### config.mk
export PLATFORM = sky130hd
export DESIGN_NAME = fmbq_fifo
export DESIGN_NICKNAME = d
export VERILOG_FILES = /design/src/fmbq_fifo.sv
export SDC_FILE = /design/constraint.sdc
export NUM_CORES = 1
export LEC_CHECK = 0
export BUFFER_PORTS_ARGS = -buffer_cell sky130_fd_sc_hd__buf_2
export CAP_MARGIN = 20
export CORE_UTILIZATION = 44
export CTS_CLUSTER_SIZE = 28
export DETAILED_ROUTE_END_ITERATION = 10
export GPL_TIMING_DRIVEN = 0
export PLACE_DENSITY_LB_ADDON = 0.1
export SYNTH_ARGS = -nofsm -noshare
export SYNTH_HDL_FRONTEND = slang
export SYNTH_SLANG_ARGS = --single-unit
### constraint.sdc
create_clock -name clk -period 1.7 [get_ports clk]
set_clock_uncertainty 0.2 [all_clocks]
set_input_delay 0.085 -clock clk [delete_from_list [all_inputs] [get_ports clk]]
set_output_delay 0.085 -clock clk [all_outputs]
set_load 0.05 [all_outputs]
### src/fmbq_fifo.sv
// Small register FIFO used for the command and result queues.
module fmbq_fifo #(
  parameter int WIDTH = 8,
  parameter int DEPTH = 2
) (
  input  logic             clk,
  input  logic             rst_n,
  input  logic             push,
  output logic             full,
  input  logic [WIDTH-1:0] din,
  input  logic             pop,
  output logic             empty,
  output logic [WIDTH-1:0] dout
);

  localparam int PW   = (DEPTH > 1) ? $clog2(DEPTH) : 1;
  localparam int CNTW = $clog2(DEPTH + 1);

  logic [WIDTH-1:0] mem_r [DEPTH];
  logic [PW-1:0]    wr_ptr_r, rd_ptr_r;
  logic [CNTW-1:0]  cnt_r;
  logic             do_push, do_pop;

  assign full    = (cnt_r == CNTW'(DEPTH));
  assign empty   = (cnt_r == '0);
  assign do_push = push && !full;
  assign do_pop  = pop && !empty;
  assign dout    = mem_r[rd_ptr_r];

  always_ff @(posedge clk) begin
    if (!rst_n) begin
      wr_ptr_r <= '0;
      rd_ptr_r <= '0;
      cnt_r    <= '0;
    end else begin
      if (do_push) begin
        wr_ptr_r <= (wr_ptr_r == PW'(DEPTH - 1)) ? '0 : wr_ptr_r + PW'(1);
      end
      if (do_pop) begin
        rd_ptr_r <= (rd_ptr_r == PW'(DEPTH - 1)) ? '0 : rd_ptr_r + PW'(1);
      end
      if (do_push && !do_pop) begin
        cnt_r <= cnt_r + CNTW'(1);
      end else if (do_pop && !do_push) begin
        cnt_r <= cnt_r - CNTW'(1);
      end
    end
  end

  always_ff @(posedge clk) begin
    if (do_push) begin
      mem_r[wr_ptr_r] <= din;
    end
  end

endmodule

# Word level (Yosys, flattened, before mapping)
# Memory sizes are Yosys's and may differ from the RTL's. A register that Yosys moved wholly into a read port is not among the register bits.
# Cells that the tools add are included.
[totals]
ff_bits = 4
latchBits = 0
mem_bits_rw = 16
rom_bits = 0
inputBits = 12
out_inout_bits = 10
memories = 1
[op_classes]
add_sub_neg = 4
n_mul = 0
div_mod_pow = 0
magnitude_cmp = 0
n_eq_ne = 1
shifts = 0
mux = 8
bitwise_logic = 0
reduce_logical = 10
[memory_table]
columns = ["name", "depth", "width", "read_ports", "rd_ports_with_merged_regs", "write_ports", "line", "source"]
rows = [
  ["mem_r", 2, 8, 1, 1, 1, "19", "logic [WIDTH-1:0] mem_r [DEPTH];"],
]
[ops]
columns = ["cell", "n"]
rows = [
  ["$mux 1", 6],
  ["$logic_and 1x1->1", 4],
  ["$logic_not 1->1", 4],
  ["$mux 2", 2],
  ["$add 1x1->1 const B", 2],
  ["$add 2x1->2 const B", 1],
  ["$eq 2x2->1 const B", 1],
  ["$logic_not 2->1", 1],
  ["$reduce_bool 2->1", 1],
  ["$sub 2x1->2 const B", 1],
]

# Longest topological paths before layout
# Gate-level depths: netlist of run 1.
[logic_depth]
depth_word = 7
ltp_mapped = 7

# Least setup slack after synthesis of run 1
# Ideal clock, no wire load.
[synth_timing]
kind = "reg2reg"
start = "reg cnt_r[0]"
end = "reg cnt_r[1]"
arrival_ns = 1.559
required_ns = 1.430
setup_slack_ns = -0.129
path_stages_with_launch = 7
synth_period_minus_slack_ns = 1.829
path_cell_list = "dfxtp_1 -> nand2b_1 -> inv_2 -> nor2_1 -> ha_1 -> or3_1 -> a21boi_1"
[synth_via]
elab_chain_len = 6
[synth_lines]
columns = ["item", "line", "source"]
rows = [
  ["from (decl)", "21", "logic [CNTW-1:0] cnt_r;"],
  ["from (signal assigned)", "43", "cnt_r <= cnt_r + CNTW'(1);"],
  ["from (signal assigned)", "45", "cnt_r <= cnt_r - CNTW'(1);"],
  ["$eq 2x2->1 (*)", "24", "assign full = (cnt_r == CNTW'(DEPTH));"],
  ["net full", "9", "output logic full,"],
  ["$logic_not 1->1 (*)", "26", "assign do_push = push && !full;"],
  ["$logic_and 1x1->1 (*)", "26", ""],
  ["$logic_not 1->1", "44", "end else if (do_pop && !do_push) begin"],
  ["$logic_and 1x1->1", "44", ""],
  ["$reduce_bool 2->1 (no line)", "--", ""],
]
# The timed path passes the listed nets; every way through them passes the cells marked *. The select of a mux whose other input is x is not followed.
# A chain may end at the register's enable or synchronous reset.

# Worst setup path in the final report of run 1
[layout_timing]
start = "in push"
end = "reg cnt_r[1]"
[layout_via]
elab_chain_len = 4
[layout_lines]
columns = ["item", "line", "source"]
rows = [
  ["from (decl)", "8", "input logic push,"],
  ["$logic_and 1x1->1 (*)", "26", ""],
  ["$logic_not 1->1", "44", ""],
  ["$logic_and 1x1->1", "44", ""],
  ["$reduce_bool 2->1 (no line)", "--", ""],
]
# Every way passes the cells marked *; elsewhere a longest branch is shown, timed or not.

==> results of run 1 <==
-- worst max path at each step --
stage / from / end / slack, ns / cells past startpoint
2_1_floorplan: cnt_r[0] / cnt_r[1] / 0.0005 / 6
3_3_place_gp: cnt_r[0] / mem_r[0][5] / -0.08 / 3
3_5_place_dp: cnt_r[0] / mem_r[0][7] / -0.06 / 3
4_1_cts: cnt_r[0] / cnt_r[1] / 0.006 / 7
5_1_grt: flop / dout[1] / 0.001 / 3
6_report: push / cnt_r[1] / 0.06 / 8
-- registers in the layout, summed over array words and instances, names as in the netlist, named ones only --
| name | flops |
|---|---|
| cnt_r | 2 |
| rd_ptr_r | 1 |
| wr_ptr_r | 1 |
| mem_r | 16 |
-- metal layers --
layer / part of all wire (%) / track usage, %
met5: 0 / 0
met4: 0 / 7.27
met3: 3.1 / 4.80
met2: 57 / 27.4
met1: 40 / 15.3
-- layout by cell type, fill, tap and decap left out --
cell and count:
nand2b_4 1, inv_1 1, a21boi_0 1, o21ai_0 1, nor2_4 1, dfxtp_4 1
buf_4 4, dlygate4sd3_1 10, or3_1 1, nor3_4 1, o21a_1 1, dfxtp_1 3
clkbuf_1 1, a21boi_1 1, buf_2 19, edfxtp_1 16, and3_1 1, inv_6 1
xor2_1 1, clkbuf_4 4, dfxtp_2 1, mux2_2 8, xnor2_1 2, nor2_1 1
and2_1 3, ha_4 1, o21ai_2 1
-- power by group through the flow --
stage	clock network (uW)	logic (uW)	registers (uW)
after floorplan	0	617	706
after global placement	0	742	715
after detailed placement	0	749	717
after CTS	234	793	715
after global routing	257	896	733
final	226	846	721
-- area by class of cell --
cell class	instances	area, um^2
sequential	21	586
fill	147	584
multi-input combinational	26	254
timing repair buffer	33	225
tap	25	31.3
clock buffer	4	26.3
inverter	2	12.5
buffer	1	7.51
-- worst max-delay path: stages --
cell and delay, ns:
dlygate4sd3_1 0.53, buf_2 0.13, inv_1 0.15, nor2_4 0.06, ha_4 0.15, xor2_1 0.14, or3_1 0.31, a21boi_1 0.12
-- repair_timing --
action	in CTS	in global routing
hold buffers	10	0
setup buffers	1	1
pin swaps	1	3
endpoints found under the hold margin	21	0
endpoints found under the setup margin	9	9
resized for setup	4	10
-- cells by family (layout without fill, tap and decap cells) --
logic type      after synthesis  count (layout)
xor+xnor                      3               3
compound gates                5               5
fa+ha+maj                     1               1
simple gates                  9               9
mux                           8               8
buf+inv                       3              40
flops                        21              21
-- through the flow --
stage | TNS [ns] | hold slack [ns] | cell area (um^2) | instances
finish | 0 | 0.0583 | 1140 | 112
global route | 0 | 0.0497 | 1140 | 112
CTS | 0 | 0.0469 | 1100 | 111
floorplan | 0 | -0.0161 | 822 | 50
detailed placement | -0.549 | 0.0772 | 958 | 96
global placement | -0.669 | 0.0737 | 958 | 96
==> out/metrics.cfg, run 1 <==
[place]
dp.final_hpwl_um = 851
pre_cts_ws_ns = -0.0618
portBuffers = 21
place.gp.congestion = 0.626

[floorplan]
fp.dieW_um = 44.9
pin_count = 22
dieArea_mm2 = 0.00202
floorplan.initialDensity_pct = 46.9
core_mm2 = 0.00173
num_rows = 15
die_h_um = 44.9

[min_path]
hold_class = in -> reg
min_to = rd_ptr_r
holdPathStages = 4
hold_start = pop

[finish]
num_antenna_cells = 0
nets = 101
drive_gt1_share_pct = 49.4
area_delta_synth_final_pct = 41.1
final_util_pct = 66.2

[grt]
grt_antenna_before_repair = 0
grt_max_degree = 12
grt.overflow.total = 0
grt_pass1_wl_um = 2030
grt_pass1_vias = 508
grtUsageTotal_pct = 15.0

[synthesis]
synth_ff_type = edfxtp_1
synth_fa_ha_area_share_pct = 1.55
ys_types = 20
synth_edf_count = 16
synth_top_cell_by_area = edfxtp_1
synth_area_per_cell_um2 = 16.2
synth-xor-area-share_pct = 3.25
synth_top_area_share_pct = 59.4
yosys_warnings = 0
synthArstFlopShare_pct = 0
synthTopCellsByCount = edfxtp_1, mux2_2, dfxtp_1, and2_1
muxShareOfSynthArea_pct = 11.1
synth.area.top_cells = edfxtp_1, dfxtp_1, mux2_2
yosys.area_share.simple_pct = 6.80
synth_top_family_by_area = multiplexers
syn_nets = 63
syn_inst = 50
synth_area_um2 = 810
synth_seq_cells = 21
yosysSeqAreaShare_pct = 71.7
synth.most_common_cell = edfxtp_1
synth_compound_area_share_pct = 4.02

[timing]
tightest_slew_ns = 0.457
slew_headroom_pct = 69.4
fin_crit_sh_pct = 96.5
rsz0062_at_grt = no
finalSetupViolations = 0
clock.fmax_ghz = 0.610
hold_viol = 0
fin_ws_ns = 0.0596
drv_slew = 0
period_minus_slack_ns = 1.64

[power_and_ir_drop]
leakagePower_uw = 0.000445
power_uw = 1790
internal-power_uw = 1070
switching_share_pct = 40.2
power.density_mw_per_mm2 = 1570
combPwrFrac_pct = 47.2
switchingPower_uw = 720
power_frac_clock_pct = 12.6
pwr-share-seq_pct = 40.2
ir_drop_v = 0.00105

[cts]
root_buffer = clkbuf_4
cts.sinks = 21
clk_pin_slew_ns = 0.10
clk_latency_ns = 0.29
cts_tree = yes
numCtsBuffers = 3
cts.path.max_buffers = 2
htreeDepth = 1

[detailed_routing]
wl_per_cell_um = 12.2
num_vias = 527
ant_nets = 0
drcViolationCount = 0
firstDrtPassIters = 4
vias_per_cell = 4.71
dr.first_iter.drc_count = 4
wl_um = 1370

[critical_path]
reg2regPathDepth = 4
r2r-end = mem_r[0][5]
cp-start-kind = input port
endpoint_kind = flop
arrival_ns = 1.66
reg2reg_slack_ns = 0.08
critical_path_class = in -> reg
required_ns = 1.72
rr_startpoint = cnt_r[0]
crit_fanout = 3

[run]
maxCapViolCount = 0

[outcome]
status = finished, final reports clean

No activity file was read; power rests on OpenSTA's default activity.
==> inputs of run 2 (changes only) <==
--- a/config.mk
+++ b/config.mk
@@ -5,8 +5,9 @@
 export SDC_FILE = /design/constraint.sdc
 export NUM_CORES = 1
 export LEC_CHECK = 0
-export BUFFER_PORTS_ARGS = -buffer_cell sky130_fd_sc_hd__buf_2
+export BUFFER_PORTS_ARGS = -buffer_cell sky130_fd_sc_hd__buf_4
 export CAP_MARGIN = 20
+export CORE_ASPECT_RATIO = 1.1
 export CORE_UTILIZATION = 44
 export CTS_CLUSTER_SIZE = 28
 export DETAILED_ROUTE_END_ITERATION = 10
==> out/metrics.cfg, run 2 (synthesis results as in run 1) <==
[outcome]
status = finished, final reports clean

[critical_path]
cp_slowest_cell = dfxtp_4
cpLargestDelayFamily = simple AND/OR/NAND/NOR gates
arrival_ns = 1.68
cp-start-kind = flop
crit_fanout = 4
r2r-end = cnt_r[1]
reg2regPathDepth = 7
reg2reg_slack_ns = 0.05
crit_buf_inv = 1
rr_startpoint = cnt_r[0]
cp_slowest_stage_delay_ns = 0.38
endpoint_kind = flop
worstPathCellList = nand2b_4, clkinv_4, nor2_2, ha_2, xor2_1, or3_1, a21boi_1
required_ns = 1.73
critical_path_class = reg -> reg

[detailed_routing]
wl_per_cell_um = 12.7
wl_um = 1320
drcViolationCount = 0
ant_nets = 0
firstDrtPassIters = 5
dr.first_iter.drc_count = 6
num_vias = 521
vias_per_cell = 5.01

[finish]
drive_gt1_share_pct = 51.7
largest_register_ffs = 16
nets = 101
num_antenna_cells = 0
final-instance-count-excl-fill = 104
reg_top3 = mem_r x16, cnt_r x2
final_common_cell = buf_4
largest-register = mem_r
final_cell_mix = buf_4, edfxtp_1, dlygate4sd3_1, mux2_2, clkbuf_4
area_delta_synth_final_pct = 44.0
fill_cells = 123

[timing]
clock.fmax_ghz = 0.608
finalSetupViolations = 0
fin_ws_ns = 0.0540
setup_tns_ns = 0
period_minus_slack_ns = 1.65
drv_slew = 0
slew_headroom_pct = 71.2
fin_crit_sh_pct = 96.8
tightest_slew_ns = 0.431
fin_hold_ws_ns = 0.0230
hold_viol = 0

[cts]
htreeDepth = 1
clk_pin_slew_ns = 0.11
cts.path.max_buffers = 2
cts.sinks = 21
clk_latency_ns = 0.29
cts_tree = yes
numCtsBuffers = 3
root_buffer = clkbuf_4

[min_path]
holdPathStages = 4
hold_class = in -> reg
hold_start = pop
min_to = rd_ptr_r

[grt]
grt.overflow.total = 0
grt_antenna_before_repair = 0
grtUsageTotal_pct = 15.5
grt_pass1_wl_um = 2150
grt_pass1_vias = 483
grt_max_degree = 13

[floorplan]
floorplan.initialDensity_pct = 49.0
core_mm2 = 0.00165
num_rows = 15
fp.dieW_um = 42.9
die_h_um = 47.0
pin_count = 22
dieArea_mm2 = 0.00202

[power_and_ir_drop]
ir_drop_v = 0.00113
power.density_mw_per_mm2 = 1560
leakagePower_uw = 0.000459

[place]
dp.cells = 88
pre_cts_ws_ns = -0.0499
dp.final_hpwl_um = 856
portBuffers = 21
place.gp.congestion = 0.660

[run]
maxCapViolCount = 0

## run 2: repair_timing
item                       CTS  global route
hold endpoints to repair    21             0
pin swaps                    0             3
setup endpoints to repair    9            18
buffers inserted             0             2
gates resized for setup      2             8
hold buffers                10             0
## run 2: final cells by class
type / count / area [um^2] / area share [%]
Tap cell: 17 / 21.3 / 1.82
Sequential cell: 21 / 586 / 50.2
Buffer: 1 / 7.51 / 0.644
Clock buffer: 3 / 22.5 / 1.93
Inverter: 2 / 12.5 / 1.07
Clock inverter: 1 / 5.00 / 0.429
Multi-Input combinational cell: 26 / 239 / 20.5
Timing Repair Buffer: 33 / 273 / 23.4
## run 2: layer usage
layer  GRT usage, %  vias up  wire [um]  part of all wire (%)
li1               -      259          -                     -
met1           17.3      247        523                    40
met2           26.7       13        738                    56
met3           3.46        2         50                   3.8
met4           11.3        0          8                  0.61
met5              0        -          0                     0
## run 2: stage by stage
step | util, % | area (um^2) | total power, uW
after floorplan | - | 822 | 1320
after global placement | 60.6 | 1000 | 1510
after detailed placement | 60.6 | 1000 | 1530
after CTS | 68.5 | 1130 | 1780
after global routing | 70.6 | 1170 | 1910
final | 70.6 | 1170 | 1820
## run 2: worst max-delay path by stage
stage | startpoint | slack, ns | depth (start not counted) | endpoint
after floorplan | cnt_r[0] | 0.0005 | 6 | cnt_r[1]
after global placement | cnt_r[0] | -0.05 | 3 | mem_r[0][5]
after detailed placement | cnt_r[0] | -0.05 | 6 | cnt_r[1]
after CTS | cnt_r[0] | 0.002 | 6 | cnt_r[1]
after global routing | cnt_r[0] | -0.007 | 6 | cnt_r[1]
final | cnt_r[0] | 0.05 | 7 | cnt_r[1]
## run 2: worst reg2reg max path, stage by stage (launching register included)
cell      delay (ns)
dfxtp_4         0.38
nand2b_4        0.15
clkinv_4        0.06
nor2_2          0.03
ha_2            0.17
xor2_1          0.14
or3_1           0.34
a21boi_1        0.11
## run 2: power by group
group | leakage, uW | internal, uW | total, uW | switching (uW)
Sequential | 0.000192 | 663 | 717 | 54.4
Clock | 0.0000177 | 87.6 | 231 | 143
Combinational | 0.000249 | 352 | 872 | 520
==> inputs of run 3 (changes only) <==
--- a/config.mk
+++ b/config.mk
@@ -8,11 +8,12 @@
 export BUFFER_PORTS_ARGS = -buffer_cell sky130_fd_sc_hd__buf_4
 export CAP_MARGIN = 20
 export CORE_ASPECT_RATIO = 1.1
-export CORE_UTILIZATION = 44
+export CORE_UTILIZATION = 34
 export CTS_CLUSTER_SIZE = 28
 export DETAILED_ROUTE_END_ITERATION = 10
 export GPL_TIMING_DRIVEN = 0
 export PLACE_DENSITY_LB_ADDON = 0.1
+export SLEW_MARGIN = 20
 export SYNTH_ARGS = -nofsm -noshare
 export SYNTH_HDL_FRONTEND = slang
 export SYNTH_SLANG_ARGS = --single-unit
==> out/metrics.cfg, run 3 (synthesis results as in run 1) <==
[critical_path]
crit_fanout = 4
critical_path_class = reg -> reg
r2r-end = cnt_r[1]
cp-start-kind = flop
worstPathCellList = nand2b_4, clkinv_4, nor2_2, ha_2, xor2_1, or3_1, a21boi_2
rr_startpoint = cnt_r[0]
reg2regPathDepth = 7
reg2reg_slack_ns = 0.02
crit_buf_inv = 1
cp_slowest_cell = dfxtp_4
endpoint_kind = flop
required_ns = 1.72
cp_slowest_stage_delay_ns = 0.36
arrival_ns = 1.70
cpLargestDelayFamily = simple AND/OR/NAND/NOR gates

[grt]
grt_max_degree = 13
grtUsageTotal_pct = 11.6
grt.overflow.total = 0
grt_pass1_vias = 528
grt_antenna_before_repair = 0
grt_pass1_wl_um = 2160

[timing]
setup_tns_ns = 0
finalSetupViolations = 0
hold_viol = 0
rsz0062_at_grt = yes
fin_crit_sh_pct = 98.8
clock.fmax_ghz = 0.595
slew_headroom_pct = 68.3
drv_slew = 0
tightest_slew_ns = 0.474
period_minus_slack_ns = 1.68

[place]
dp.cells = 101
place.gp.congestion = 0.654
portBuffers = 21

[floorplan]
num_rows = 18
core_mm2 = 0.00225
die_h_um = 53.2
pin_count = 22
fp.dieW_um = 48.5
floorplan.initialDensity_pct = 35.9
dieArea_mm2 = 0.00258

[cts]
htreeDepth = 1
clk_latency_ns = 0.29
root_buffer = clkbuf_4
cts.sinks = 21
cts.path.max_buffers = 2
clk_pin_slew_ns = 0.11
cts_tree = yes
numCtsBuffers = 3

[power_and_ir_drop]
power.density_mw_per_mm2 = 1550
power_uw = 1870
leakagePower_uw = 0.000475
ir_drop_v = 0.000906

[detailed_routing]
dr.first_iter.drc_count = 5
vias_per_cell = 4.29
wl_um = 1360
ant_nets = 0
num_vias = 515
drcViolationCount = 0
wl_per_cell_um = 11.3
firstDrtPassIters = 3

[finish]
final_common_cell = buf_4
drive_gt1_share_pct = 52.2
nets = 104
largest-register = mem_r
area_delta_synth_final_pct = 48.8
final_cell_mix = buf_4, edfxtp_1, dlygate4sd3_1, mux2_2
final-instance-count-excl-fill = 120
largest_register_ffs = 16
num_antenna_cells = 0
reg_top3 = mem_r x16, cnt_r x2

[outcome]
status = finished, final reports clean

[run]
maxCapViolCount = 0

[min_path]
hold_start = pop
hold_class = in -> reg
holdPathStages = 4

-- run 3: changes by cell type in the layout (fill, tap and decap cells not counted), sizes merged --
cell,previous run,this run
buf,23,27
clkbuf,4,3
-- run 3: cell type report --
cell class,instances,area (um^2)
plain buffers,1,7.51
clock buffers,3,22.5
clock inverters,1,5.00
fillers,216,1050
inverters,2,12.5
multi-input cells,26,239
flip-flops and latches,21,586
well taps,30,37.5
repair buffers,36,295
-- run 3: worst register-to-register path, stage by stage, from the launching register on --
cell and delay, ns:
dfxtp_4 0.36, nand2b_4 0.15, clkinv_4 0.06, nor2_2 0.03
ha_2 0.18, xor2_1 0.14, or3_1 0.36, a21boi_2 0.13
-- run 3: worst max-delay path by stage --
stage | from | to | slack (ns) | cells after the start
after floorplan | cnt_r[0] | cnt_r[1] | 0.0005 | 6
after global placement | cnt_r[0] | mem_r[0][2] | -0.11 | 3
after detailed placement | cnt_r[0] | mem_r[0][3] | -0.1 | 3
after CTS | cnt_r[0] | cnt_r[1] | 0.009 | 6
after global routing | cnt_r[0] | cnt_r[1] | -0.05 | 7
final | cnt_r[0] | cnt_r[1] | 0.02 | 7
-- run 3: metrics by stage --
step           hold WS [ns]  utilization [%]  worst slack (ns)  cell area (um^2)
4_1_cts              0.0446             52.3           0.00853              1180
3_5_place_dp         0.0729             45.2           -0.0991              1020
6_report             0.0857             53.5            0.0206              1200
3_3_place_gp         0.0711             45.2            -0.106              1020
5_1_grt              0.0949             53.5           -0.0539              1200
2_1_floorplan       -0.0161                -          0.000474               822
-- run 3: power by group --
part	internal (uW)	switching, uW	leakage, uW
clock	87.3	139	0.0000177
combinational	389	544	0.000266
sequential	663	46.1	0.000192
-- run 3: layer usage --
| layer | wire [um] | GRT usage [%] | share of wire [%] | vias to the layer above |
|---|---|---|---|---|
| met3 | 55 | 2.87 | 4.0 | 2 |
| met1 | 512 | 11.3 | 38 | 239 |
| met5 | 0 | 0 | 0 | - |
| met4 | 9 | 4.41 | 0.66 | 0 |
| met2 | 781 | 23.9 | 57 | 12 |
| li1 | - | - | - | 262 |
-- run 3: repair_timing --
action                                  in CTS  in global routing
hold buffers                                10                  0
pin swaps                                    1                  2
endpoints found under the hold margin       21                  0
endpoints found under the setup margin      10                  9
setup buffers                                3                  2
resized for setup                            4                  6
