$ cat src/fmbq_pkg.sv
// Shared types and codes for the front/middle/back queue.
package fmbq_pkg;

  localparam int IN_BITS  = 32;
  localparam int OUT_BITS = 32;
  localparam int OCC_BITS = 10;

  // Input mode codes
  localparam logic [2:0] MODE_PUSH_FRONT = 3'd0;
  localparam logic [2:0] MODE_PUSH_MID   = 3'd1;
  localparam logic [2:0] MODE_PUSH_BACK  = 3'd2;
  localparam logic [2:0] MODE_POP_FRONT  = 3'd3;
  localparam logic [2:0] MODE_POP_MID    = 3'd4;
  localparam logic [2:0] MODE_POP_BACK   = 3'd5;

  typedef enum logic [2:0] {
    OP_NOP        = 3'd0,
    OP_PUSH_FRONT = 3'd1,
    OP_PUSH_MID   = 3'd2,
    OP_PUSH_BACK  = 3'd3,
    OP_POP_FRONT  = 3'd4,
    OP_POP_MID    = 3'd5,
    OP_POP_BACK   = 3'd6
  } op_t;

  typedef struct packed {
    logic signed [OUT_BITS-1:0] pop_value;
    logic                       was_empty;
    logic                       push_dropped;
    logic [OCC_BITS-1:0]        occupancy;
  } res_t;

  typedef struct packed {
    logic balanced;  // front count equals back count or exceeds it by one
    logic over_cap;  // total above capacity
  } stat_t;

endpackage

$ cat src/fmbq_fifo.sv
// Small register FIFO used for the command and result queues.
module fmbq_fifo #(
  parameter int WIDTH = 8,
  parameter int DEPTH = 2
) (
  input  logic             clk,
  input  logic             rst_n,
  input  logic             push,
  output logic             full,
  input  logic [WIDTH-1:0] din,
  input  logic             pop,
  output logic             empty,
  output logic [WIDTH-1:0] dout
);

  localparam int PW   = (DEPTH > 1) ? $clog2(DEPTH) : 1;
  localparam int CNTW = $clog2(DEPTH + 1);

  logic [WIDTH-1:0] mem_r [DEPTH];
  logic [PW-1:0]    wr_ptr_r, rd_ptr_r;
  logic [CNTW-1:0]  cnt_r;
  logic             do_push, do_pop;

  assign full    = (cnt_r == CNTW'(DEPTH));
  assign empty   = (cnt_r == '0);
  assign do_push = push && !full;
  assign do_pop  = pop && !empty;
  assign dout    = mem_r[rd_ptr_r];

  always_ff @(posedge clk) begin
    if (!rst_n) begin
      wr_ptr_r <= '0;
      rd_ptr_r <= '0;
      cnt_r    <= '0;
    end else begin
      if (do_push) begin
        wr_ptr_r <= (wr_ptr_r == PW'(DEPTH - 1)) ? '0 : wr_ptr_r + PW'(1);
      end
      if (do_pop) begin
        rd_ptr_r <= (rd_ptr_r == PW'(DEPTH - 1)) ? '0 : rd_ptr_r + PW'(1);
      end
      if (do_push && !do_pop) begin
        cnt_r <= cnt_r + CNTW'(1);
      end else if (do_pop && !do_push) begin
        cnt_r <= cnt_r - CNTW'(1);
      end
    end
  end

  always_ff @(posedge clk) begin
    if (do_push) begin
      mem_r[wr_ptr_r] <= din;
    end
  end

endmodule

$ cat src/fmbq_front.sv
// Front end: takes input beats, decodes the mode and queues commands.
module fmbq_front import fmbq_pkg::*; #(
  parameter int VALUE_BITS = 32
) (
  input  logic                  clk,
  input  logic                  rst_n,
  input  logic                  in_push,
  output logic                  in_full,
  input  logic [2:0]            in_mode,
  input  logic [IN_BITS-1:0]    in_push_value,
  output logic                  cmd_empty,
  output op_t                   cmd_op,
  output logic [VALUE_BITS-1:0] cmd_value,
  input  logic                  cmd_pop
);

  localparam int CMD_BITS = $bits(op_t) + VALUE_BITS;

  op_t                  op_dec;
  logic [63:0]          value_ext;
  logic [CMD_BITS-1:0]  cmd_in, cmd_out;

  always_comb begin
    case (in_mode)
      MODE_PUSH_FRONT: op_dec = OP_PUSH_FRONT;
      MODE_PUSH_MID:   op_dec = OP_PUSH_MID;
      MODE_PUSH_BACK:  op_dec = OP_PUSH_BACK;
      MODE_POP_FRONT:  op_dec = OP_POP_FRONT;
      MODE_POP_MID:    op_dec = OP_POP_MID;
      MODE_POP_BACK:   op_dec = OP_POP_BACK;
      default:         op_dec = OP_NOP;
    endcase
  end

  // keep only the stored value width
  assign value_ext = {32'b0, in_push_value};
  assign cmd_in    = {op_dec, value_ext[VALUE_BITS-1:0]};

  fmbq_fifo #(
    .WIDTH (CMD_BITS),
    .DEPTH (2)
  ) u_cmd_fifo (
    .clk   (clk),
    .rst_n (rst_n),
    .push  (in_push),
    .full  (in_full),
    .din   (cmd_in),
    .pop   (cmd_pop),
    .empty (cmd_empty),
    .dout  (cmd_out)
  );

  assign cmd_op    = op_t'(cmd_out[CMD_BITS-1:VALUE_BITS]);
  assign cmd_value = cmd_out[VALUE_BITS-1:0];

endmodule

$ cat config.mk
export PLATFORM = sky130hd
export DESIGN_NAME = fmbq_front
export DESIGN_NICKNAME = d
export VERILOG_FILES = /design/src/fmbq_pkg.sv /design/src/fmbq_fifo.sv /design/src/fmbq_front.sv
export SDC_FILE = /design/constraint.sdc
export NUM_CORES = 1
export LEC_CHECK = 0
export BUFFER_PORTS_ARGS = -buffer_cell sky130_fd_sc_hd__buf_2
export CORE_ASPECT_RATIO = 0.7
export CORE_MARGIN = 1.5
export CORE_UTILIZATION = 51
export DETAILED_ROUTE_END_ITERATION = 16
export PLACE_DENSITY = 0.86
export SLEW_MARGIN = 20
export SYNTH_ARGS = -nofsm -noshare
export SYNTH_HDL_FRONTEND = slang
export SYNTH_SLANG_ARGS = --single-unit
$ cat constraint.sdc
create_clock -name clk -period 3.3 [get_ports clk]
set_input_delay 0.165 -clock clk [delete_from_list [all_inputs] [get_ports clk]]
set_output_delay 0.165 -clock clk [all_outputs]
set_load 0.05 [all_outputs]
Yosys cells after proc, flatten, opt, wreduce, memory -nomap -nowiden
Memory sizes are Yosys's and may differ from the RTL's. A register that Yosys moved wholly into a read port is not among the register bits. Index checks and enable logic that the tools add are counted.

Reductions and logical operators: 11. $add $sub $neg: 4. Multiplexer cells: 9. Equality and inequality tests: 6.

Operators by type and width (number): 3-bit case mux with 6 select lines (1); 3-bit by 2-bit == test with 1-bit output, second input constant (2); 3-bit == test, second input constant (2); 1-bit 2-to-1 mux (6); 1-bit logical AND (4); 1-bit logical NOT (4); 2-bit 2-to-1 mux (2); 3-bit by 1-bit == test with 1-bit output, second input constant (1); 3-bit logical NOT (1); 1-bit adder, second input constant (2); 2-bit by 1-bit adder with 2-bit output, second input constant (1); 2-bit == test, second input constant (1); 2-bit logical NOT (1); 2-bit nonzero test (1); 2-bit by 1-bit subtractor with 2-bit output, second input constant (1).

Input port bits: 39. Logic and storage cells: 34. Flip-flop bits (word level): 4. Memories: 1. RAM bits: 70.

Memories: u_cmd_fifo.mem_r (depth 2, bits a word 35, rd ports 1, clocked after memory_dff 1, write ports 1, line fmbq_fifo.sv:19) `logic [WIDTH-1:0] mem_r [DEPTH];`.

Depth between registers and ports, before layout
Gate-level depths: netlist of the first run.

Depth in word-level cells: 7. Depth in mapped cells: 7. Mapped depth without buffers: 7.

Cells and area by module
A second synthesis of the first run with hierarchy kept.

Cell total of the unflattened synthesis: 139. Area, all modules: 2792.7 um^2.

Modules (own cells, without submodules): fmbq_fifo (sequential area each 2202.1 um^2, cells an instance 134, area each 2757.6 um^2, instances 1); fmbq_front (sequential area each 0.0 um^2, cells an instance 5, area each 35.0 um^2, instances 1).

Least setup slack after synthesis of the first run
Ideal clock, no wire load.

Path type: register to register. Start: register u_cmd_fifo.cnt_r[0]. End: memory u_cmd_fifo.mem_r[0][0] in the netlist's numbering, enable pin. Buffers on the path: 0. Slack: 0.768 ns. Data arrival time: 2.109 ns. Cell stages (with the launch flop): 4. Clock period less this slack: 2.532 ns. Path through: dfxtp_1 -> nand2b_1 -> inv_2 -> nor3_2.

Cells in the longest elaborated chain, start to end: 5.

Ends and longest elaborated chain: start: declaration (line fmbq_fifo.sv:21) `logic [CNTW-1:0] cnt_r;`; start signal: assignment (line fmbq_fifo.sv:43) `cnt_r <= cnt_r + CNTW'(1);`; start signal: assignment (line fmbq_fifo.sv:45) `cnt_r <= cnt_r - CNTW'(1);`; 2-bit == test (line fmbq_fifo.sv:24) `assign full = (cnt_r == CNTW'(DEPTH));`; named net in_full (line fmbq_front.sv:8) `output logic in_full,`; 1-bit logical NOT (line fmbq_fifo.sv:26) `assign do_push = push && !full;`; 1-bit logical AND (line fmbq_fifo.sv:26); 1-bit 2-to-1 mux (line fmbq_fifo.sv:51) `if (do_push) begin`; 1-bit 2-to-1 mux (not written as such) (line fmbq_fifo.sv:52) `mem_r[wr_ptr_r] <= din;`; end: declaration (line fmbq_fifo.sv:19).

The timed path passes the listed nets, and every way through them passes these cells.

==> results.txt, run 1 <==
* Run status: finished, final reports clean
* Antenna violations before repair: 0
* Highest attainable clock frequency: 494 MHz
- Critical path start-end classification: reg2out
- Share of the synthesized area in the top cell type: 75.3%
* Cell Count, Final, Fillers Out: 321
- Pin count of the biggest net entering global routing: 36
* Max Cap Violations: 0
* Cell count of the worst reg-to-reg path: 4
- TritonCTS built the clock tree.
- Cells after Synth: 139
* Final routed DRC violation total: 0
- Static leakage: 0.00141 uW
- The die is 91.4 microns wide.
- For this block, the initial DRC count from the detailed router was 77.
- Cell total after placement: 284
- Sequential share of the synthesized area: 78.9%
* Internal power summed over all cells: 1970 uW
- Max stage delay on crit path: 480 ps
- Input and output buffers added on the ports amount to 75.
- The number of global-route vias before repair was 1577.
- Global-route total usage across every layer: 17.1%
* Hold WC Path Type: in2reg
* Peak supply drop: 0.000641 V
* Buffer depth of the longest clock path: 2
- Leftover overflow at the end of global routing: 0
* CP startpoint kind: register
* Die footprint: 0.00593 sq mm
- Area of the mapped netlist: 0.00279 sq mm
- Cells with a size suffix above 1 make up 52.6% of the layout.
- CORE AREA: 0.00526 sq mm
- Once the floorplan was initialized, standard cells occupied 53.1% of the core.
* Die outline height: 64.9 microns
- Resized Gates After CTS: 0
- Wire length of the first global-routing pass: 7210 microns
- Avg Inst Size Synth: 20.1 sq um
* DR vias/cell: 4.86
* Leading area contributor after synthesis: edfxtp_1
* Final critical-path required period: 2020 ps
- The number of antenna diodes in the final layout is 0.
- The number of buffers and inverters on the critical path is 2.
* Antenna-violating nets left: 0
- Counting every net in the synthesized netlist gives 179.
- In this run, synthesis produced a sequential element count of 75.
* Number of pins exceeding their max-slew limit in the final report: 0
* Setup violators final: 0
* R2R Setup Slk: 1510 ps
* Main area contributors after synthesis: edfxtp_1 (75%), mux2_2 (15%), dfxtp_1 (3.6%)
* PwrDens: 855 mW/mm^2
- Master cell of the clock root buffer: clkbuf_8
- In this run the tightest slew margin relative to its limit is 44.7%.
- Total wire length after detailed routing: 4720 microns
* Relative contribution of the clock network to total power: 23.5%
- TritonCTS created 9 clock buffers.
- Number of distinct library cell variants in the gate-level netlist after synthesis: 24
* Via count: 1559
* Sw Share: 37.5%
* Top delay family on crit path: buffers and inverters
- Of all nets on the critical path, the largest fanout is 30.
* Dpl hpwl: 2910 microns
- Final weighted congestion in routability-driven placement: 0.701
- The number of endpoints with negative hold slack in the final report is 0.
- Top library cells by usage in the layout, fill and taps aside: buf_2 (75), edfxtp_1 (70), mux2_2 (36), dlygate4sd3_1 (21), clkbuf_8 (9)
* Final clock skew: 9.60 ps
- Required time of the worst setup path: 3130 ps
- Average wire per standard cell: 14.7 microns
* Warnings from Yosys: 0
- CP Cell Sequence: buf_4, mux2_2, buf_2
- Launch point of the worst reg-to-reg path: u_cmd_fifo.cnt_r[0]
- Row generation in the floorplan step produced 22 rows.
- At the worst endpoint, the arrival time is 1860 ps.
- Total clock sinks: 75
- The critical path ends at cmd_value[8].
* Critical Path End Type: primary output
- Clock-pin slew was measured on the worst setup and hold paths at 70 ps.
- Adding up every negative setup slack in the final design gives 0 ps.
- The endpoint identified for the worst register-to-register timing path is u_cmd_fifo.mem_r[0][20].
- Unrepaired setup endpoints after global routing: no
* Slew at the pin closest to its max-slew limit: 830 ps
- Final period util: 61.4%
- Leading cell type in the layout, fill and taps excluded: buf_2
- Net Switching: 1180 uW
- Counting buffers and inverters, the worst setup path is 3 cells deep.
- 76 I/O pins were placed.
- H-Tree Depth: 3
- The share of total power dissipated in combinational logic is 36.9%.
- Count of TritonRoute iterations in the first routing pass: 4
- Worst hold-check slack: 20.8 ps
- Relative to the synthesized area, the layout overhead comes to 32.2%.
- Sequential cell fraction of total power: 39.6%
- Nets: 284
- The slowest stage of the critical path is the dfxtp_1 cell.
- Clock latency on the worst-skew pair: 330 ps
synth_stat cells:
| cell type | count |
|---|---|
| a21boi_0 | 1 |
| a21boi_1 | 1 |
| a21oi_1 | 1 |
| and2_1 | 3 |
| and3_1 | 1 |
| buf_2 | 1 |
| buf_4 | 3 |
| dfxtp_1 | 5 |
| edfxtp_1 | 70 |
| ha_1 | 1 |
| inv_1 | 1 |
| inv_2 | 1 |
| mux2_2 | 36 |
| mux2i_1 | 1 |
| nand2_1 | 1 |
| nand2b_1 | 1 |
| nor2_1 | 3 |
| nor3_2 | 1 |
| o21a_1 | 1 |
| o21ai_0 | 1 |
| o21ai_1 | 1 |
| or3_1 | 1 |
| xnor2_1 | 2 |
| xor2_1 | 1 |
cell type report:
cell class	instances	area [sq um]
Clock buffer	10	128
Clock inverter	6	87.6
Sequential cell	75	2200
Timing Repair Buffer	98	613
Multi-Input combinational cell	58	562
Fill cell	347	1570
Tap cell	72	90.1
Inverter	2	7.51
routing by layer:
layer / up-vias / track usage (%) / routed length (microns)
met5: - / 0 / 0
li1: 751 / - / -
met4: 0 / 8.20 / 55
met1: 741 / 19.8 / 2000
met2: 61 / 28.0 / 2350
met3: 6 / 6.81 / 321
repair_timing:
| action | 4_1_cts | 5_1_grt |
|---|---|---|
| hold buffers | 20 | 1 |
| buffers inserted | 0 | 0 |
| hold endpoints to repair | 40 | 2 |
power groups by stage:
stage	clock network (uW)	logic, uW	registers [uW]
finish	741	1160	1250
global route	798	1220	1260
CTS	765	1170	1250
detailed placement	0	1150	1270
global placement	0	1140	1260
floorplan	0	924	1250
worst min-delay path by stage:
stage | end | startpoint | cells past startpoint
4_1_cts | u_cmd_fifo.mem_r[1][31] | in_push_value[31] | 1
3_5_place_dp | u_cmd_fifo.mem_r[0][13] | in_push_value[13] | 1
3_3_place_gp | u_cmd_fifo.mem_r[0][5] | in_push_value[5] | 1
5_1_grt | u_cmd_fifo.mem_r[1][25] | in_push_value[25] | 1
2_1_floorplan | u_cmd_fifo.mem_r[0][0] | in_push_value[0] | 0
6_report | u_cmd_fifo.mem_r[1][27] | in_push_value[27] | 1
cells by family (layout without fill, tap and decap cells):
family	count (synthesis)	after routing	synth area share (%)
AO/OA/AOI/OAI	6	6	1.34
buffers and inverters	6	116	1.25
flip-flops	75	75	78.9
adder cells (fa/ha/maj)	1	1	0.448
XOR/XNOR	3	3	0.941
multiplexers	37	37	14.9
AND/OR/NAND/NOR	11	11	2.24
per-stage QoR:
stage / worst slack [ps] / util [%] / area (sq um) / power [uW]
after floorplan: 768 / - / 2790 / 2180
after global placement: 1570 / 62.1 / 3260 / 2400
after detailed placement: 1510 / 62.1 / 3260 / 2420
after CTS: 1220 / 70.0 / 3680 / 3190
after global routing: 1170 / 70.2 / 3690 / 3280
final: 1280 / 70.2 / 3690 / 3160
sequential cells by signal (all words and copies together) (netlist names), named ones only:
signal / flops
u_cmd_fifo.wr_ptr_r: 1
u_cmd_fifo.rd_ptr_r: 1
u_cmd_fifo.cnt_r: 2
u_cmd_fifo.mem_r: 70
Note: power is estimated with default switching activity, not from simulation.
==> run 2: changes to the inputs <==
--- a/config.mk
+++ b/config.mk
@@ -8,9 +8,9 @@
 export BUFFER_PORTS_ARGS = -buffer_cell sky130_fd_sc_hd__buf_2
 export CORE_ASPECT_RATIO = 0.7
 export CORE_MARGIN = 1.5
-export CORE_UTILIZATION = 51
+export CORE_UTILIZATION = 46
 export DETAILED_ROUTE_END_ITERATION = 16
-export PLACE_DENSITY = 0.86
+export PLACE_DENSITY = 0.82
 export SLEW_MARGIN = 20
 export SYNTH_ARGS = -nofsm -noshare
 export SYNTH_HDL_FRONTEND = slang
==> constraint.sdc (replaced) <==
create_clock -name clk -period 1.6 [get_ports clk]
set_input_delay 0.08 -clock clk [delete_from_list [all_inputs] [get_ports clk]]
set_output_delay 0.08 -clock clk [all_outputs]
set_load 0.05 [all_outputs]
==> run 2 against run 1 <==
  * Core utilization down 2.5 points
  * Combinational power is 120% higher
  * Power is 110% higher
  * Routed wire length is 7.5% higher
  * Die area up 10%
  * First-iteration DRC count is 12% lower
  * Sequential share of layout area is 3.4 points lower
  * Non-clock buffer count rose by 16
  * Clock skew decreased by 0.68 ps
  * Largest power group is now combinational cells
==> results.txt, run 2 (synthesized netlist as in run 1, its figures left out) <==
- Run status: finished, final reports clean
* Critical path start-end classification: reg2out
* PwrDens: 1710 mW/mm^2 (+99%)
- The top-level port count came to 76 (unchanged).
- The worst hold path begins at in_mode[0].
* Final clock skew: 8.92 ps (-0.685 ps)
- The die boundary width came to 96.1 microns (+5.1%).
* Area Growth Syn to Fin: 40.3%
- Die footprint: 0.00655 sq mm (+10%)
- Final routed DRC violation total: 0 (unchanged)
* Dpl hpwl: 3200 microns (+9.9%)
- The global-route wire length before repair was 7570 microns (+5.0%).
- The maximum count of clock buffers along a single path came to 2 (unchanged).
- The total overflow reported by the global router is 0 (unchanged).
- Final hold violations: 0 (unchanged)
- CP startpoint kind: register
- Detailed router's first-iteration violation count: 68 (-12%)
- The count of vias placed by the detailed router was 1609 (+3.2%).
- The worst voltage drop across the vdd grid was 0.00123 V (+92%).
* CTS tree: yes
- Power consumption: 6680 uW (+110%)
- H-Tree Depth: 3 (unchanged)
* Top library cells by usage in the layout, fill and taps aside: buf_2 (75), edfxtp_1 (70), mux2_2 (36), dlygate4sd3_1 (33), clkbuf_8 (9)
- Nets: 300 (+5.6%)
* Top delay family on crit path: flip-flops
- The minimum setup slack in the final design was 73.0 ps (-1200 ps).
* Final setup TNS: 0 ps (unchanged)
* Leading cell type in the layout, fill and taps excluded: buf_2
- The weighted congestion at the end of routability-driven global placement was 0.786 (+12%).
- The initial cell density of the core came to 48.3% (-4.8 points).
- The clock latency reported for the late side of the worst-skew pair was 330 ps (about the same).
- The initial antenna violation count is 0 (unchanged).
* Pin count of the biggest net entering global routing: 20 (-44%)
- Critical Path End Type: primary output
* Number of standard-cell rows in the floorplan: 23 (+4.5%)
* CORE AREA: 0.00578 sq mm (+10%)
- The largest incremental delay on the critical path is 380 ps (-100 ps).
* Via count of the first global-routing pass: 1630 (+3.4%)
* Average wire per standard cell: 14.9 microns (+1.5%)
* Slew at the pin closest to its max-slew limit: 260 ps (-570 ps)
* Total clock sinks: 75 (unchanged)
- Unrepaired setup endpoints after global routing: no
* Static leakage: 0.00149 uW (+6.0%)
- Worst path bufs/invs: 2 (unchanged)
- The post-CTS setup buffer count was 0 (unchanged).
- Required time of the worst setup path: 1520 ps (-1610 ps)
* Hold WC Path Type: in2reg
* Highest attainable clock frequency: 655 MHz
- Registers with the most flip-flops: u_cmd_fifo.mem_r: 70 flops, u_cmd_fifo.cnt_r: 2 flops
- Subtracting the final worst setup slack from the clock period gives 1530 ps.
- For this design, the slowest cell found on the critical path is dfxtp_2.
- Max Cap Violations: 0 (unchanged)
- The total of buffers placed on input and output ports is 75 (unchanged).
- Fraction of final layout cells with drive strength greater than 1: 51.3% (-1.3 points)
- The total routing resource utilization after global routing was 16.8% (-0.27 points).
- In this run the clock root is driven by a clkbuf_8.
- The count of TritonRoute iterations in the first routing pass came to 4 (unchanged).
- Counting flops per register, the top entry is u_cmd_fifo.mem_r.
* Number of flip-flops in the largest register: 70 (unchanged)
- Crit path DAT: 1450 ps (-410 ps)
- DR vias/cell: 4.73 (-2.6%)
* Cts bufs inserted: 9 (unchanged)
* Final period util: 95.4%
- Total wire length after detailed routing: 5070 microns (+7.5%)
- The pre-CTS worst setup slack is 105 ps (-1410 ps).
- The register clock-pin slew on the reported worst setup and hold paths is 70 ps (about the same).
- Remaining max-slew budget at the tightest pin: 82.6% (+38 points)
* Antenna-violating nets left: 0 (unchanged)
- Antenna cells: 0 (unchanged)
- The die outline height was 68.2 microns (+5.1%).
- The signal on the critical path passes through buf_12, mux2_2, buf_2.
* Number of pins exceeding their max-slew limit in the final report: 0 (unchanged)
* Launch point of the worst reg-to-reg path: u_cmd_fifo.cnt_r[1]
- The maximum net fanout on the critical path came to 18 (-40%).
- Setup violators final: 0 (unchanged)
[run 2: cell types whose count changed in the layout (fill, tap and decap cells not counted), sizes merged]
cell,before,now
dlygate4sd3,21,33
buf,77,81
clkbuf,10,11
inv,3,2
[run 2: metrics by stage]
| step | instance area [sq um] | instances | hold WS, ps | util (%) |
|---|---|---|---|---|
| 2_1_floorplan | 2810 | 139 | 179 | - |
| 3_3_place_gp | 3370 | 291 | 267 | 58.3 |
| 3_5_place_dp | 3370 | 291 | 271 | 58.3 |
| 4_1_cts | 3920 | 340 | 51.2 | 67.7 |
| 5_1_grt | 3920 | 340 | 66.3 | 67.7 |
| 6_report | 3920 | 340 | 74.1 | 67.7 |
[run 2: where the power goes]
group | internal (uW) | switching, uW | leakage, uW | total [uW]
Sequential | 2470 | 103 | 0.000696 | 2580
Clock | 874 | 625 | 0.000105 | 1500
Combinational | 862 | 1740 | 0.000693 | 2600
Total | 4210 | 2470 | 0.00149 | 6680
[run 2: area by class of cell]
| type | count | area [sq um] |
|---|---|---|
| Fill cell | 391 | 1870 |
| Clock buffer | 11 | 131 |
| Sequential cell | 75 | 2200 |
| Multi-Input combinational cell | 58 | 569 |
| Inverter | 2 | 12.5 |
| Tap cell | 75 | 93.8 |
| Clock inverter | 5 | 77.6 |
| Timing Repair Buffer | 114 | 826 |
[run 2: worst register-to-register path, stage by stage (launching register included)]
cell and delay (ps):
dfxtp_1 430, nand2b_4 100, inv_6 70, nor2_1 40, ha_1 190, xor2_1 160
or3_1 320, a21boi_1 140
[run 2: path summary, 6_finish.rpt]
check | end | slack (ps) | depth (start not counted)
hold reg to reg | u_cmd_fifo.cnt_r[1] | 570 | 2
setup / recovery | cmd_value[8] | 70 | 3
hold / removal | u_cmd_fifo.mem_r[1][32] | 70 | 2
setup reg to reg | u_cmd_fifo.cnt_r[1] | 90 | 7
[run 2: what timing repair did]
item                                    4_1_cts  5_1_grt
gates resized for setup                       1        0
hold endpoints to repair                     67        0
endpoints found under the setup margin       27        0
hold buffers                                 33        0
[run 2: routing by layer]
layer,vias up,GRT usage (%),routed length [microns]
li1,780,-,-
met2,67,29.5,2580
met3,2,7.56,341
met1,760,18.5,2140
met4,0,4.96,10
met5,-,0,0
==> run 3: changes to the inputs <==
--- a/config.mk
+++ b/config.mk
@@ -7,7 +7,7 @@
 export LEC_CHECK = 0
 export BUFFER_PORTS_ARGS = -buffer_cell sky130_fd_sc_hd__buf_2
 export CORE_ASPECT_RATIO = 0.7
-export CORE_MARGIN = 1.5
+export CORE_MARGIN = 2
 export CORE_UTILIZATION = 46
 export DETAILED_ROUTE_END_ITERATION = 16
 export PLACE_DENSITY = 0.82
==> run 3 against run 2 <==
  * Fmax decreased by 0.71%
  * Sequential power about the same
  * Hold slack got worse by 12 ps
  * Sequential share of layout area decreased by 0.28 points
  * First-iteration DRC count up 1.5%
  * Clock skew down 4.2 ps
  * Design area grew 0.61%
  * Worst setup slack got worse by 11 ps
  * Global-route usage fell by 0.58 points
  * Clock power is essentially flat
  * Combinational power barely moved
==> results.txt, run 3 (synthesized netlist as in run 1, its figures left out) <==
- Run status: finished, final reports clean
* Final hold violations: 0 (unchanged)
* Internal power summed over all cells: 4240 uW (+0.64%)
- The remaining routing DRC violations is 0 (unchanged).
- The worst register-to-register path ends at u_cmd_fifo.cnt_r[1].
* Top library cells by usage in the layout, fill and taps aside: buf_2 (74), edfxtp_1 (70), mux2_2 (36), dlygate4sd3_1 (33), clkbuf_8 (9)
* Master cell of the clock root buffer: clkbuf_8
* Dpl hpwl: 3220 microns (+0.72%)
* Die footprint: 0.00672 sq mm (+2.5%)
- The register clock-pin slew on the reported worst setup and hold paths came to 70 ps (about the same).
- The portion of total power attributed to sequential cells came to 38.6% (about the same).
- CP startpoint kind: register
- The initial cell density of the core came to 48.3% (unchanged).
* Pin count of the biggest net entering global routing: 23 (+15%)
* Clock latency on the worst-skew pair: 340 ps (about the same)
* Final std cell area, no fill: 0.00394 sq mm (+0.61%)
- Power consumption: 6710 uW (+0.52%)
- Highest attainable clock frequency: 650 MHz (-0.71%)
- The total of max-cap violations came to 0 (unchanged).
* Placed instance area: 0.00335 sq mm (-0.74%)
- The antenna diode instance count was 0 (unchanged).
- The routed length on met3 is 351 microns (+2.9%).
- Detailed router's first-iteration violation count: 69 (+1.5%)
- Global-route total usage across every layer: 16.2% (-0.58 points)
- Biggest register: u_cmd_fifo.mem_r
- TritonCTS built the clock tree.
- Leaving out fill and tap cells, the most frequent cell in the layout is buf_2.
- Final clock skew: 4.71 ps (-4.21 ps)
* Launch point of the worst reg-to-reg path: u_cmd_fifo.cnt_r[1]
- Peak supply drop: 0.00118 V (-3.8%)
- The detailed-routed wire length on met2 is 2670 microns (+3.3%).
* Final setup TNS: 0 ps (unchanged)
* Setup violators final: 0 (unchanged)
* Total clock sinks: 75 (unchanged)
* Wire length of the first global-routing pass: 8110 microns (+7.2%)
- The min-delay analysis places its worst path in the category in2reg.
* Count of TritonRoute iterations in the first routing pass: 4 (unchanged)
* Cts bufs inserted: 9 (unchanged)
- Number of pins exceeding their max-slew limit in the final report: 0 (unchanged)
- Crit path DAT: 1460 ps (about the same)
- I/O pin count: 76 (unchanged)
- Slew at the pin closest to its max-slew limit: 253 ps (-6.16 ps)
- R2R Setup Slk: 90 ps (about the same)
- Relative to the synthesized area, the layout overhead comes to 41.1%.
- Critical Path End Type: primary output
- Number of cells on the worst hold path: 2 (unchanged)
* Start point of the worst min-delay path: in_mode[0]
- Registers with the most flip-flops: u_cmd_fifo.mem_r: 70 flops, u_cmd_fifo.cnt_r: 2 flops
* Final weighted congestion in routability-driven placement: 0.782 (-0.45%)
- Count of buffers from port buffering: 75 (unchanged)
- The power density normalized to cell area was 1700 mW/mm^2 (about the same).
- The standard cell core area is 0.00578 sq mm (unchanged).
* Via count: 1633 (+1.5%)
- The H-tree depth is 3 (unchanged).
* Required time of the worst setup path: 1520 ps (about the same)
* Via count of the first global-routing pass: 1782 (+9.3%)
- The die outline height is 69.2 microns (+1.5%).
- Leftover overflow at the end of global routing: 0 (unchanged)
* CP max FO: 11 (-7)
- The switching share of total power came to 36.9% (-0.073 points).
- Worst hold-check slack: 62.3 ps (-11.8 ps)
* Max layer used: met4
- The post-CTS setup buffer count is 0 (unchanged).
- The combinational share of power came to 39.2% (+0.2 points).
- The number of nets in the layout is 301 (+0.33%).
- The worst reg2reg path depth was 6 (-1).
- Cell Count, Final, Fillers Out: 341 (+0.29%)
- The maximum count of clock buffers along a single path was 2 (unchanged).
* Relative contribution of the clock network to total power: 22.2% (-0.3 points)
- Number of standard-cell rows in the floorplan: 23 (unchanged)
- Final critical-path required period: 1540 ps (+11.0 ps)
- The leakage power is 0.00150 uW (+0.49%).
- The cell total after placement came to 291 (unchanged).
- Die X: 97.1 microns (+1.0%)
- Number of flip-flops in the largest register: 70 (unchanged)
- Fraction of final layout cells with drive strength greater than 1: 51.5% (+0.18 points)
- For hold timing, the worst endpoint is u_cmd_fifo.mem_r[0][32].
- The period utilization is 96.1% (+0.68 points).
* Critical path start-end classification: reg2out
* Average wire per standard cell: 15.1 microns (+1.2%)
- Antenna-violating nets left: 0 (unchanged)
- DR vias/cell: 4.79 (+1.2%)
- Antenna violations before repair: 0 (unchanged)
* Total wire length after detailed routing: 5150 microns (+1.5%)
* Net Switching: 2480 uW (+0.32%)
- Remaining max-slew budget at the tightest pin: 83.1% (+0.41 points)
* Met1 Wirelength: 2080 microns (-2.5%)
==> run 3: layer usage <==
metal  vias up  global-route usage, %
met4         0                   5.16
met1       785                   17.8
li1        779                      -
met5         -                      0
met3         7                   7.46
met2        62                   28.2
==> run 3: worst max-delay path, cell delays in order (launching register included) <==
cell       delay [ps]
dfxtp_4           390
clkbuf_16         180
mux2_2            340
buf_2             210
==> run 3: cell type report <==
cell class | count | area (sq um)
clock buffers | 10 | 128
repair buffers | 115 | 848
fillers | 395 | 1850
multi-input cells | 58 | 569
inverters | 2 | 12.5
clock inverters | 6 | 80.1
well taps | 75 | 93.8
flip-flops and latches | 75 | 2210
==> run 3: how the worst max path moves through the flow <==
| stage | cells after the start | to | slack, ps |
|---|---|---|---|
| 4_1_cts | 3 | cmd_op[2] | -20 |
| 5_1_grt | 3 | cmd_value[20] | -2 |
| 3_3_place_gp | 6 | u_cmd_fifo.cnt_r[1] | 160 |
| 2_1_floorplan | 3 | u_cmd_fifo.mem_r[0][0] | -300 |
| 3_5_place_dp | 6 | u_cmd_fifo.cnt_r[1] | 100 |
| 6_report | 3 | cmd_value[13] | 60 |
==> run 3: metrics by stage <==
step	setup WS [ps]	utilization (%)
2_1_floorplan	-305	-
3_3_place_gp	163	57.9
3_5_place_dp	99.2	57.9
4_1_cts	-18.9	67.3
5_1_grt	-2.13	68.1
6_report	62.0	68.1
==> run 3: what timing repair did <==
action,in CTS,in global routing
gates cloned,0,1
hold endpoints to repair,67,0
hold buffers,33,0
resized for setup,1,8
pin swaps,0,0
setup endpoints to repair,22,35
==> run 3: power groups by stage <==
stage	Combinational [uW]	Sequential, uW	Clock (uW)
after CTS	2570	2570	1540
after global placement	2470	2590	0
after global routing	2770	2620	1630
final	2630	2590	1490
after detailed placement	2490	2610	0
after floorplan	1940	2590	0
